## config.mk

```make
export PLATFORM = sky130hd
export DESIGN_NAME = kcs_ctrl
export DESIGN_NICKNAME = d
export VERILOG_FILES = /design/src/hdl/kcs_pkg.sv /design/src/hdl/kcs_ctrl.sv
export SDC_FILE = /design/constraint.sdc
export NUM_CORES = 1
export LEC_CHECK = 0
export BUFFER_PORTS_ARGS = -buffer_cell sky130_fd_sc_hd__clkbuf_2
export CAP_MARGIN = 30
export CORE_MARGIN = 4
export CORE_UTILIZATION = 55
export CTS_CLUSTER_SIZE = 8
export DETAILED_ROUTE_END_ITERATION = 12
export PLACE_DENSITY_LB_ADDON = 0.08
export SYNTH_ARGS = -nofsm -noshare
export SYNTH_HDL_FRONTEND = slang
export SYNTH_SLANG_ARGS = --single-unit
```

## constraint.sdc

```tcl
create_clock -name clock -period 7.4 [get_ports clock]
set_clock_uncertainty 0.05 [all_clocks]
set_input_delay 1.48 -clock clock [delete_from_list [all_inputs] [get_ports clock]]
set_output_delay 1.48 -clock clock [all_outputs]
set_load 0.005 [all_outputs]
```

## src/hdl/kcs_pkg.sv

```systemverilog
// Shared types and constants of the keyframe curve sampler.
// Holds request, slot, mode, status and register codes and the command/status structs.
// No dependencies; kcs_ctrl, kcs_dp and the top module import it.
package kcs_pkg;

   localparam int KCS_MAX_KEYS       = 64;
   localparam int KCS_MAX_COMPONENTS = 4;
   localparam int ENTRIES_PER_KEY    = 3;

   localparam logic [1:0] REQ_TIME   = 2'd0;
   localparam logic [1:0] REQ_ENTRY  = 2'd1;
   localparam logic [1:0] REQ_SAMPLE = 2'd2;

   localparam logic [1:0] SLOT_IN    = 2'd0;
   localparam logic [1:0] SLOT_VALUE = 2'd1;
   localparam logic [1:0] SLOT_OUT   = 2'd2;

   localparam logic [1:0] STATUS_OK       = 2'd0;
   localparam logic [1:0] STATUS_ORDER    = 2'd1;
   localparam logic [1:0] STATUS_FEW_KEYS = 2'd2;

   localparam logic [1:0] CSR_INTERP_MODE     = 2'd0;
   localparam logic [1:0] CSR_KEY_COUNT       = 2'd1;
   localparam logic [1:0] CSR_COMPONENT_COUNT = 2'd2;

   typedef enum logic [1:0] {
      MODE_STEP   = 2'd0,
      MODE_LINEAR = 2'd1,
      MODE_CUBIC  = 2'd2
   } mode_type;

   typedef enum logic [5:0] {
      OP_NONE, OP_CAPTURE, OP_TRDPREV, OP_TWRITE, OP_EWRITE, OP_TRD0, OP_STAT,
      OP_TRDL, OP_TCHK, OP_PROBE, OP_CMP, OP_RDK, OP_RDK1, OP_TD, OP_WSET, OP_DIV,
      OP_T2, OP_T3, OP_H, OP_RDA, OP_CAPA, OP_RDB, OP_CAPB, OP_MLIN, OP_RDM0,
      OP_RDM1, OP_GETM1, OP_MH00, OP_MH01, OP_MH10, OP_MH11, OP_MQTD, OP_EMIT
   } op_type;

   typedef struct packed {
      op_type op;
   } cmd_type;

   typedef struct packed {
      logic [1:0] err_code;
      logic       clamp_now;
      logic       clamp;
      logic       more_now;
      logic       need_div;
      logic       div_last;
      mode_type   mode;
      logic       last_comp;
      logic       out_free;
   } status_type;

endpackage

```

## src/hdl/kcs_ctrl.sv

```systemverilog
// Sequencer of the keyframe curve sampler: one-hot state machine issuing datapath commands.
// Depends on kcs_pkg for the command and status structs.
module kcs_ctrl
   import kcs_pkg::*;
(
   input  logic       clock,
   input  logic       reset,
   input  logic       req_valid,
   input  logic [1:0] req_type,
   output logic       req_ready,
   input  status_type status,
   output cmd_type    cmd
);

   typedef enum logic [31:0] {
      ST_IDLE  = 32'h0000_0001, ST_TPREV = 32'h0000_0002, ST_TWR   = 32'h0000_0004,
      ST_EWR   = 32'h0000_0008, ST_SDEC  = 32'h0000_0010, ST_STAT  = 32'h0000_0020,
      ST_TRDL  = 32'h0000_0040, ST_TCHK  = 32'h0000_0080, ST_PROBE = 32'h0000_0100,
      ST_CMP   = 32'h0000_0200, ST_RDK   = 32'h0000_0400, ST_RDK1  = 32'h0000_0800,
      ST_TD    = 32'h0000_1000, ST_WSET  = 32'h0000_2000, ST_DIV   = 32'h0000_4000,
      ST_T2    = 32'h0000_8000, ST_T3    = 32'h0001_0000, ST_H     = 32'h0002_0000,
      ST_RDA   = 32'h0004_0000, ST_CAPA  = 32'h0008_0000, ST_RDB   = 32'h0010_0000,
      ST_CAPB  = 32'h0020_0000, ST_MLIN  = 32'h0040_0000, ST_RDM0  = 32'h0080_0000,
      ST_RDM1  = 32'h0100_0000, ST_GETM1 = 32'h0200_0000, ST_MH00  = 32'h0400_0000,
      ST_MH01  = 32'h0800_0000, ST_MH10  = 32'h1000_0000, ST_MH11  = 32'h2000_0000,
      ST_MQTD  = 32'h4000_0000, ST_EMIT  = 32'h8000_0000
   } state_type;

   state_type state_ff, state_in;

   always_ff @(posedge clock) begin
      if (reset) begin
         state_ff <= ST_IDLE;
      end else begin
         state_ff <= state_in;
      end
   end

   assign req_ready = (state_ff == ST_IDLE);

   always_comb begin
      state_in = state_ff;
      cmd.op   = OP_NONE;
      case (state_ff)
         ST_IDLE: begin
            if (req_valid) begin
               cmd.op = OP_CAPTURE;
               case (req_type)
                  REQ_TIME:   state_in = ST_TPREV;
                  REQ_ENTRY:  state_in = ST_EWR;
                  REQ_SAMPLE: state_in = ST_SDEC;
                  default:    state_in = ST_IDLE;
               endcase
            end
         end
         ST_TPREV: begin
            cmd.op = OP_TRDPREV;
            state_in = ST_TWR;
         end
         ST_TWR: begin
            cmd.op = OP_TWRITE;
            state_in = ST_IDLE;
         end
         ST_EWR: begin
            cmd.op = OP_EWRITE;
            state_in = ST_IDLE;
         end
         ST_SDEC: begin
            cmd.op = OP_TRD0;
            state_in = (status.err_code != STATUS_OK) ? ST_STAT : ST_TRDL;
         end
         ST_STAT: begin
            if (status.out_free) begin
               cmd.op = OP_STAT;
               state_in = ST_IDLE;
            end
         end
         ST_TRDL: begin
            cmd.op = OP_TRDL;
            state_in = ST_TCHK;
         end
         ST_TCHK: begin
            cmd.op = OP_TCHK;
            if (status.clamp_now) begin
               state_in = ST_RDA;
            end else begin
               state_in = status.more_now ? ST_PROBE : ST_RDK;
            end
         end
         ST_PROBE: begin
            cmd.op = OP_PROBE;
            state_in = ST_CMP;
         end
         ST_CMP: begin
            cmd.op = OP_CMP;
            state_in = status.more_now ? ST_PROBE : ST_RDK;
         end
         ST_RDK: begin
            cmd.op = OP_RDK;
            state_in = ST_RDK1;
         end
         ST_RDK1: begin
            cmd.op = OP_RDK1;
            state_in = ST_TD;
         end
         ST_TD: begin
            cmd.op = OP_TD;
            state_in = ST_WSET;
         end
         ST_WSET: begin
            cmd.op = OP_WSET;
            if (status.need_div) begin
               state_in = ST_DIV;
            end else begin
               state_in = (status.mode == MODE_CUBIC) ? ST_T2 : ST_RDA;
            end
         end
         ST_DIV: begin
            cmd.op = OP_DIV;
            if (status.div_last) begin
               state_in = (status.mode == MODE_CUBIC) ? ST_T2 : ST_RDA;
            end
         end
         ST_T2: begin
            cmd.op = OP_T2;
            state_in = ST_T3;
         end
         ST_T3: begin
            cmd.op = OP_T3;
            state_in = ST_H;
         end
         ST_H: begin
            cmd.op = OP_H;
            state_in = ST_RDA;
         end
         ST_RDA: begin
            cmd.op = OP_RDA;
            if (status.clamp || status.mode == MODE_STEP) begin
               state_in = ST_CAPA;
            end else begin
               state_in = ST_RDB;
            end
         end
         ST_CAPA: begin
            cmd.op = OP_CAPA;
            state_in = ST_EMIT;
         end
         ST_RDB: begin
            cmd.op = OP_RDB;
            state_in = (status.mode == MODE_CUBIC) ? ST_RDM0 : ST_CAPB;
         end
         ST_CAPB: begin
            cmd.op = OP_CAPB;
            state_in = ST_MLIN;
         end
         ST_MLIN: begin
            cmd.op = OP_MLIN;
            state_in = ST_EMIT;
         end
         ST_RDM0: begin
            cmd.op = OP_RDM0;
            state_in = ST_RDM1;
         end
         ST_RDM1: begin
            cmd.op = OP_RDM1;
            state_in = ST_GETM1;
         end
         ST_GETM1: begin
            cmd.op = OP_GETM1;
            state_in = ST_MH00;
         end
         ST_MH00: begin
            cmd.op = OP_MH00;
            state_in = ST_MH01;
         end
         ST_MH01: begin
            cmd.op = OP_MH01;
            state_in = ST_MH10;
         end
         ST_MH10: begin
            cmd.op = OP_MH10;
            state_in = ST_MH11;
         end
         ST_MH11: begin
            cmd.op = OP_MH11;
            state_in = ST_MQTD;
         end
         ST_MQTD: begin
            cmd.op = OP_MQTD;
            state_in = ST_EMIT;
         end
         ST_EMIT: begin
            if (status.out_free) begin
               cmd.op = OP_EMIT;
               state_in = status.last_comp ? ST_IDLE : ST_RDA;
            end
         end
         default: begin
            state_in = ST_IDLE;
         end
      endcase
   end

endmodule

```

-- Yosys cells after proc, flatten, opt, wreduce, memory -nomap -nowiden
Cells that the tools add are included.
- register bits after elaboration: 32
- input port bits: 16
- equality and inequality tests: 39
- muxes and demuxes: 18
- reduce and logical (&&, ||, !) cells: 6
- operators by type and width (operator ; number):
    $pmux W32 S28 ; 1
    $pmux W6 S32 ; 1
    $mux W32 ; 4
    $mux W19 ; 4
    $eq A32 B1 Y1 const B ; 1
    $eq A32 B10 Y1 const B ; 1
    $eq A32 B11 Y1 const B ; 1
    $eq A32 B12 Y1 const B ; 1
    $eq A32 B13 Y1 const B ; 1
    $eq A32 B14 Y1 const B ; 1
    $eq A32 B15 Y1 const B ; 1
    $eq A32 B16 Y1 const B ; 1
    $eq A32 B17 Y1 const B ; 1
    $eq A32 B18 Y1 const B ; 1
    $eq A32 B19 Y1 const B ; 1
    $eq A32 B2 Y1 const B ; 1
    $eq A32 B20 Y1 const B ; 1
    $eq A32 B21 Y1 const B ; 1
    $eq A32 B22 Y1 const B ; 1
    $eq A32 B23 Y1 const B ; 1
    $eq A32 B24 Y1 const B ; 1
    $eq A32 B25 Y1 const B ; 1
    $eq A32 B26 Y1 const B ; 1
    $eq A32 B27 Y1 const B ; 1
    other kinds (28) ; 33

-- Depth between registers and ports, before layout
Gate-level depths: netlist of the first run.
- depth after elaboration: 4
- gate-level depth with buffers: 9
- depth with buffers taken out: 7

-- Worst setup path after synthesis of the first run
OpenSTA, ideal clock, no wires.
- path kind: input port to output port
- start point: in status[0] in the netlist's numbering
- end point: out cmd[2] in the netlist's numbering
- data arrival time: 2.243 ns
- required time: 5.870 ns
- slack: 3.627 ns
- stages on the path: 5
- path buffers: 0
- path through: nand3b_1 a21oi_1 a21oi_1 nand3_1 or4_1
- RTL lines (what ; line ; text):
    start, declared ; kcs_ctrl.sv:11 ; input status_type status,
    end, declared ; kcs_ctrl.sv:12 ; output cmd_type cmd

==> key figures, run 1 <==
Clock network
  • CTS H-tree lvls: 2
  • Sink Count: 32
  • CTS Buf Count: 5
  • Worst-path clk slew: 70 ps
  • # Post-CTS Setup Buffers: 0
  • Hold-fix buffers at CTS: 0
  • Clock Latency Late Sink: roughly 290 ps
  • CTS Buffer Depth: 2
  • CTS tree: built
  • Post_cts resized: 0
  • Root buf cell: clkbuf_8

Flow run
  • MaxCap Viol Count: 0

Drt
  • DR pass1 iterations: 5
  • Vias: 2150
  • DRT antenna net count: 0
  • Vias per inst: 6.656
  • # DRC: 0
  • Initial DRC count: approximately 190
  • Mean routed wirelength per cell: 18.28 um
  • Final WL: around 5900 um

Layout
  • Largest Register: state_ff
  • Inserted Diodes: 0
  • Post-layout nets: 290
  • Biggest regs: state_ff (32)
  • Share of layout cells above drive strength 1: 0.2073
  • Area delta synth->final: 8.227%
  • Post-layout util: 0.6290
  • Max FFs per register: 32

Die
  • Row Count: 22
  • Die Wd: ~70 um
  • Area of the die: between 4000 and 5000 sq um
  • Die Ht: 70.66 um
  • Core Area: 3716 sq um
  • IO Count: 23
  • Starting Density: 0.5811

Power and ir drop
  • PD cells: 202.5 nW/um^2
  • Tot Pwr: 473.4 uW
  • P_leak: 0.0008525 uW
  • Maximum vdd drop: around 0.12 mV

Yosys
  • Synthesized flop and latch total: 32
  • Ys async rst share: 0
  • Sequential share of the synthesized area: 0.2966
  • Syn Nets: 272
  • Cell count after synthesis: around 260
  • Post-Synthesis Cell Area: 2160 sq um
  • Synth unique cells: 55
  • Top_reg_cell synth: dfxtp_1
  • Post-synth EDFFs: 0
  • Ys Warns: 0
  • Syn Area/Cell: 8.436 sq um

STA
  • Worst slew pin tran: 886.7 ps
  • Final Hold Vio Count: 0
  • Final setup fails: 0
  • Setup_tns: 0 ps
  • Tmin final: about 4700 ps
  • Tcrit/Tclk final: 0.6370
  • F_max: 0.2122 GHz
  • Max Slew Vio Count: 0
  • Max_slew headroom: 0.4034
  • RSZ-0062 raised after global routing: false

Global route
  • First-pass GRT wire length: 9535 um
  • Pin count of the biggest net entering global routing: 21
  • Vias in the first global route: 1985
  • Initial antenna violation count: 0
  • Total gr overflow: 0
  • Tot GR Track Use: 0.2379

Hold path
  • Hold Crit Start: state_ff[6]$_SDFFE_PP0P_
  • Hold Crit Endpoint: state_ff[7]$_SDFFE_PP0P_
  • Hold Crit Class: flop to flop
  • WHS Path Cells: 2

Critical path
  • CP delay by family, top: simple AND/OR/NAND/NOR gates
  • CP Cell Sequence: or4_1, nor4_4, nand3_1, o41ai_1, a21oi_1, nand3_1, or4_1, clkbuf_2
  • Worst r2r src: state_ff[12]$_SDFFE_PP0P_
  • Cells on worst reg2reg path: 6
  • CP startpoint: state_ff[8]$_SDFFE_PP0P_
  • Reg-to-reg slack, setup: approximately 4400 ps
  • CP max stage delay: 750 ps
  • Critical Path AT: 3180 ps
  • Max Fanout on Critical Path: 10
  • Critical Path Sink Type: primary output
  • WS Path Type: flop to primary output
  • CP Buf/Inv Count: 1
  • Critical R2R Capture: state_ff[16]$_SDFFE_PP0P_
  • Worst EP required: 5870 ps
  • Crit-path slowest cell: or4_1
  • Startpoint Class: flop

Placed design
  • IO Port Bufs: 22
  • Global placement routability congestion: about 1.0
  • Detailed Place HPWL: 4505 um

Status
  • Status: complete, no violations
[cells in the mapped netlist, types with 2 or more instances]
master	count	area (sq um)
nor4_2	4	50.05
dfxtp_1	32	640.6
inv_1	6	22.52
nor4b_1	4	35.03
o41ai_1	2	17.52
nand3b_1	3	22.52
nor4_1	20	125.1
xnor2_1	6	52.55
nor2_2	5	31.28
nor2_1	29	108.9
a31oi_1	2	12.51
nor3_2	3	30.03
o21ai_0	6	30.03
nand2b_1	6	37.54
or4b_2	4	40.04
or4_1	13	97.59
nor4_4	2	42.54
nand4_1	8	50.05
buf_6	3	33.78
buf_12	2	40.04
nand2_1	14	52.55
nand4b_1	6	52.55
or3_1	3	18.77
nor3_1	12	60.06
nand3_1	14	70.07
nor4b_2	2	30.03
a21oi_1	5	25.02
xor2_1	2	17.52
a211oi_1	3	22.52
clkbuf_1	5	18.77
nor2b_1	2	12.51
a21boi_0	2	15.01
o211ai_1	2	15.01
nor3b_1	3	22.52
[through the flow]
stage	area, sq um	hold slack, ps	setup WS, ps	std cells
final	2337	525.4	2686	323
after floorplan	2160	446.3	3627	256
after CTS	2337	518.2	2760	323
after global placement	2230	503.3	3071	315
after global routing	2337	546.6	2564	323
after detailed placement	2230	512.9	3071	315
[worst max-delay path by stage]
stage / endpoint / slack (ps) / cells after the start
after floorplan: cmd[2] / 3630 / 5
final: cmd[2] / 2690 / 8
after detailed placement: cmd[2] / 3070 / 8
after global placement: cmd[2] / 3070 / 8
after global routing: cmd[2] / 2560 / 8
after CTS: cmd[2] / 2760 / 8
[area by class of cell]
type	instances	area, sq um
Clock buffer	6	72.57
Clock inverter	2	35.03
Fill cell	344	1379
Inverter	6	22.52
Multi-Input combinational cell	207	1396
Sequential cell	32	640.6
Tap cell	48	60.06
Timing Repair Buffer	22	110.1
[tightest hold or removal path: cells and delay by family (launching register included)]
kind	cells	cell delay, ps
flip-flops	1	390
AND/OR/NAND/NOR	2	150
[layout by cell type, fill, tap and decap left out, drive strengths merged, types with 2 or more instances in the layout]
| cell | count |
|---|---|
| nor3 | 15 |
| o41ai | 2 |
| nor4b | 6 |
| nor3b | 4 |
| nor2 | 34 |
| o32ai | 2 |
| a31oi | 2 |
| a21oi | 6 |
| inv | 6 |
| o21ai | 7 |
| nor2b | 2 |
| xnor2 | 6 |
| nor4 | 26 |
| or4b | 4 |
| nand3 | 14 |
| nand3b | 3 |
| o211ai | 2 |
| a21boi | 2 |
| nand4b | 6 |
| nand2b | 6 |
| clkbuf | 28 |
| nand4 | 9 |
| or3 | 4 |
| dfxtp | 32 |
| xor2 | 2 |
| or4 | 14 |
| a211oi | 3 |
| nand2 | 14 |
[power breakdown]
group | switching [uW] | internal [uW] | leakage (uW) | total, uW
clock network | 65.9 | 99.8 | 0.0000552 | 166
logic | 84.8 | 42.1 | 0.000539 | 127
registers | 4.97 | 176 | 0.000258 | 181
total | 156 | 318 | 0.000852 | 473
[cell families after synthesis]
logic type / share of synthesized area
and+or+nand+nor: 0.4907
buffers and inverters: 0.05678
DFF: 0.2966
AOI/OAI and AO/OA: 0.1234
xor gates and xnor gates: 0.03245
[metal layers]
layer	GRT usage	up-vias	wire length, um
li1	-	1028	-
met1	0.3151	1013	2615
met2	0.3836	97	2742
met3	0.04403	12	422
met4	0.09395	0	124
met5	0	-	0
Note: power is estimated with default switching activity, not from simulation.
==> run 2, diff against run 1 <==
Settings changed: CORE_UTILIZATION 55 to 53.
Clock period 7.4 ns to 4.2 ns, I/O delays scaled along.
==> run 2 against run 1 <==
  * Sequential share of layout area shrank 0.29 points
  * Final area grew 1.1%
  * Core utilization shrank 0.71 points
  * Largest cell class unchanged
  * Via count grew 1.5%
==> key figures, run 2 (same netlist as run 1, synthesis figures left out) <==
Status
  • Status: complete, no violations

Layout
  • Area delta synth->final: 9.386%
  • Share of layout cells above drive strength 1: 0.2278
  • Inserted Diodes: 0
  • Most common cell after layout, fill and taps aside: dfxtp_1
  • Post-layout util: 0.6219
  • Filler cells: 333
  • Largest Register: state_ff
  • Most frequent cells in the layout: 32 x dfxtp_1, 29 x nor2_1, 22 x clkbuf_2
  • Biggest regs: state_ff (32)
  • Post-layout nets: 296
  • Max FFs per register: 32

Die
  • Die Ht: 71.84 um
  • Core Area: between 3000 and 4000 sq um
  • Die Wd: approximately 72 um
  • Area of the die: 5160 sq um
  • IO Count: 23
  • Starting Density: 0.5685
  • Row Count: 22

Clock network
  • Clock Latency Late Sink: around 290 ps
  • Hold-fix buffers at CTS: 0
  • CTS Buffer Depth: 2
  • Sink Count: 32
  • CTS Buf Count: 5
  • Post_cts resized: 0
  • CTS H-tree lvls: 2
  • Worst-path clk slew: 70 ps
  • CTS tree: built
  • # Post-CTS Setup Buffers: 0
  • Root buf cell: clkbuf_8

Drt
  • Mean routed wirelength per cell: 17.56 um
  • Initial DRC count: 223
  • DR pass1 iterations: 5
  • Vias per inst: 6.632
  • Final WL: 5776 um
  • Vias: about 2.2k
  • # DRC: 0
  • DRT antenna net count: 0

Global route
  • GR Util met2: 0.3184
  • Vias in the first global route: 1915
  • Met3 Use GR: 0.05330
  • Tot GR Track Use: 0.2260
  • First-pass GRT wire length: 9135 um
  • Total gr overflow: 0
  • Pin count of the biggest net entering global routing: 21
  • Initial antenna violation count: 0
  • Grt met1 use: 0.3169
  • GRT Max-Usage Layer: met2

STA
  • Worst slew pin tran: about 650 ps
  • Final setup fails: 0
  • Tcrit/Tclk final: 0.9858
  • Setup_tns: 0 ps
  • Max_slew headroom: 0.5619
  • Max Slew Vio Count: 0
  • Final Hold Vio Count: 0
  • F_max: around 0.24 GHz
  • WHS: around 520 ps
  • Tmin final: 4141 ps
  • RSZ-0062 raised after global routing: false

Critical path
  • Critical Path Sink Type: primary output
  • Startpoint Class: flop
  • Max Fanout on Critical Path: 10
  • Worst EP required: 3310 ps
  • Critical Path AT: approximately 3300 ps
  • WS Path Type: flop to primary output

Placed design
  • Global placement routability congestion: 0.9525
  • IO Port Bufs: 22
  • Detailed Place HPWL: between 4000 and 5000 um

Power and ir drop
  • PD cells: 335.3 nW/um^2
  • Maximum vdd drop: between 0.2 and 0.25 mV
  • P_leak: approximately 0.0009 uW

Flow run
  • MaxCap Viol Count: 0

Hold path
  • Hold Crit Class: flop to flop
==> run 2: critical path: stages (launching register included) <==
cell	delay, ps
dfxtp_1	370
or4_1	750
nor4_4	430
nand3_1	210
o41ai_1	620
a21oi_1	200
nand3_1	140
or4_1	120
clkbuf_2	110
==> run 2: power by group <==
group / switching (uW) / internal, uW / total (uW)
registers: 9.95 / 310 / 320
clock network: 116 / 115 / 231
logic: 151 / 89.5 / 241
total: 278 / 514 / 792
==> run 2: final timing paths <==
| kind | cells past startpoint | endpoint | startpoint | slack (ps) |
|---|---|---|---|---|
| min reg2reg | 2 | state_ff[9]$_SDFFE_PP0P_ | state_ff[8]$_SDFFE_PP0P_ | 520 |
| max reg2reg | 6 | state_ff[16]$_SDFFE_PP0P_ | state_ff[20]$_SDFFE_PP0P_ | 1380 |
| min | 2 | state_ff[9]$_SDFFE_PP0P_ | state_ff[8]$_SDFFE_PP0P_ | 520 |
| max | 8 | cmd[2] | state_ff[8]$_SDFFE_PP0P_ | 60 |
==> run 2: layout make-up <==
class	instances	area, sq um	area share
clock buffers	5	68.82	0.02913
clock inverters	3	18.77	0.007945
inverters	6	22.52	0.009534
multi-input cells	207	1396	0.5911
flip-flops and latches	32	640.6	0.2712
well taps	48	60.06	0.02542
repair buffers	28	155.1	0.06568
==> run 2: routing by layer <==
| layer | wire [um] | part of all wire |
|---|---|---|
| met1 | 2573 | 0.45 |
| met2 | 2520 | 0.44 |
| met3 | 490 | 0.085 |
| met4 | 192 | 0.033 |
| met5 | 0 | 0 |
==> run 2: per-stage QoR <==
| stage | std cells | area (sq um) | setup slack [ps] | total power, uW |
|---|---|---|---|---|
| 5_1_grt | 329 | 2362 | 1.843 | 825.6 |
| 3_3_place_gp | 321 | 2275 | 411.0 | 563.5 |
| 6_report | 329 | 2362 | 59.47 | 792.0 |
| 3_5_place_dp | 321 | 2275 | 477.2 | 561.8 |
| 2_1_floorplan | 256 | 2160 | 1131 | 498.8 |
| 4_1_cts | 329 | 2362 | 158.5 | 790.3 |
==> run 3, diff against run 2 <==
Settings changed: CORE_UTILIZATION 53 to 55.
Clock period 4.2 ns to 4.7 ns, I/O delays scaled along.
==> run 3 against run 2 <==
  * Wire length grew 0.81%
  * Global-route usage grew 1.3 points
  * Sequential share of layout area increased by 0.32 points
  * Flip-flop and latch count unchanged
  * Sequential power fell by 11%
  * Power decreased by 11%
  * Final area down 1.2%
  * Final cell count fell by 1.2%
  * Non-clock buffer count down 4
  * Core utilization is 0.64 points higher
  * Worst setup slack better by 360 ps
  * Largest power group unchanged
==> key figures, run 3 (same netlist as run 1, synthesis figures left out) <==
Status
  • Status: complete, no violations

STA
  • Final Hold Vio Count: 0
  • Max_slew headroom: 0.4883
  • Max Slew Vio Count: 0
  • RSZ-0062 raised after global routing: false
  • Setup_tns: 0 ps
  • Tmin final: around 4300 ps
  • Final setup fails: 0
  • F_max: 0.2338 GHz
  • Worst slew pin tran: 760.5 ps
  • Tcrit/Tclk final: 0.9101

Layout
  • Max FFs per register: 32
  • Multi-input logic area: 1396 sq um
  • Post-layout nets: 292
  • Inserted Diodes: 0
  • Largest Register: state_ff
  • Most frequent cells in the layout: 32 x dfxtp_1, 29 x nor2_1, 22 x clkbuf_2
  • Reg area: 640.6 sq um
  • Area delta synth->final: 8.111%
  • Biggest regs: state_ff (32)
  • Filler cells: about 350
  • Design Area, Final: between 2000 and 2500 sq um
  • Most common cell after layout, fill and taps aside: dfxtp_1
  • Share of layout cells above drive strength 1: 0.2094

Placed design
  • Global placement routability congestion: 0.9328
  • Post-DP Area: 2245 sq um
  • IO Port Bufs: 22
  • Detailed Place HPWL: 4428 um

Critical path
  • Critical R2R Capture: state_ff[4]$_SDFFE_PP0P_
  • Startpoint Class: flop
  • Max Fanout on Critical Path: 10
  • Worst EP required: 3710 ps
  • Critical Path AT: 3290 ps
  • Reg-to-reg slack, setup: ~1600 ps
  • Critical Path Sink Type: primary output
  • Worst r2r src: state_ff[12]$_SDFFE_PP0P_
  • WS Path Type: flop to primary output
  • Cells on worst reg2reg path: 6

Power and ir drop
  • PD cells: 302.5 nW/um^2
  • P_leak: 0.0008534 uW
  • Tot Pwr: between 700 and 800 uW
  • Maximum vdd drop: 0.1635 mV

Global route
  • Pin count of the biggest net entering global routing: 21
  • First-pass GRT wire length: 9591 um
  • Vias in the first global route: 1991
  • Met3 Use GR: 0.04261
  • GR Util met2: 0.3960
  • Grt met1 use: 0.3111
  • GRT Max-Usage Layer: met2
  • Tot GR Track Use: 0.2390
  • Total gr overflow: 0
  • Initial antenna violation count: 0

Flow run
  • MaxCap Viol Count: 0

Die
  • IO Count: 23
  • Core Area: 3716 sq um
  • Area of the die: about 5000 sq um
  • Die Ht: 70.66 um
  • Starting Density: 0.5811
  • Row Count: 22
  • Die Wd: 70.66 um

Hold path
  • Hold Crit Endpoint: state_ff[7]$_SDFFE_PP0P_
  • Hold Crit Start: state_ff[6]$_SDFFE_PP0P_
  • Hold Crit Class: flop to flop
  • WHS Path Cells: 2

Clock network
  • Hold-fix buffers at CTS: 0
  • Clock Latency Late Sink: about 290 ps
  • Sink Count: 32
  • CTS Buf Count: 5
  • Worst-path clk slew: around 70 ps
  • CTS Buffer Depth: 2
  • # Post-CTS Setup Buffers: 0
  • Root buf cell: clkbuf_8
  • CTS tree: built
  • CTS H-tree lvls: 2
  • Post_cts resized: 0

Drt
  • DRT antenna net count: 0
  • Initial DRC count: 225
  • Vias: ~2.2k
  • DR pass1 iterations: 5
  • Final WL: 5823 um
  • Vias per inst: 6.671
  • # DRC: 0
  • Mean routed wirelength per cell: around 18 um
[run 3: changes by cell type in the layout (fill, tap and decap cells not counted), sizes merged]
cell    before  now
buf          6    2
clkinv       3    0
clkbuf      27   30
[run 3: critical path, cell delays in order, from the launching register on]
cell	delay [ps]
dfxtp_1	370
or4_1	750
nor4_4	420
nand3_1	200
o41ai_1	670
a21oi_1	210
nand3_1	140
or4_1	120
clkbuf_2	110
[run 3: routing by layer]
| layer | wire length (um) | up-vias |
|---|---|---|
| li1 | - | 1035 |
| met1 | 2557 | 1004 |
| met2 | 2680 | 113 |
| met3 | 439 | 16 |
| met4 | 146 | 0 |
| met5 | 0 | - |
[run 3: area by class of cell]
type	instances	share of cell area
Clock buffer	8	0.03859
Inverter	6	0.009646
Multi-Input combinational cell	207	0.5981
Sequential cell	32	0.2744
Tap cell	48	0.02572
Timing Repair Buffer	24	0.05359
[run 3: where the power goes]
part,leakage (uW),switching [uW],internal [uW]
clock network,0.0000455,101,119
registers,0.000258,8.15,277
logic,0.000550,131,70.0
[run 3: through the flow]
stage | util | setup WS, ps | std cells | hold slack, ps
floorplan | - | 1531 | 256 | 446.3
global placement | 0.6040 | 846.3 | 317 | 496.6
detailed placement | 0.6040 | 851.5 | 317 | 507.3
CTS | 0.6283 | 544.9 | 325 | 507.4
global route | 0.6283 | 277.1 | 325 | 534.4
finish | 0.6283 | 422.4 | 325 | 514.9
[run 3: how the worst max path moves through the flow]
stage | from | endpoint
2_1_floorplan | state_ff[6]$_SDFFE_PP0P_ | cmd[2]
3_3_place_gp | state_ff[8]$_SDFFE_PP0P_ | cmd[2]
3_5_place_dp | state_ff[8]$_SDFFE_PP0P_ | cmd[2]
4_1_cts | state_ff[8]$_SDFFE_PP0P_ | cmd[2]
5_1_grt | state_ff[8]$_SDFFE_PP0P_ | cmd[2]
6_report | state_ff[8]$_SDFFE_PP0P_ | cmd[2]
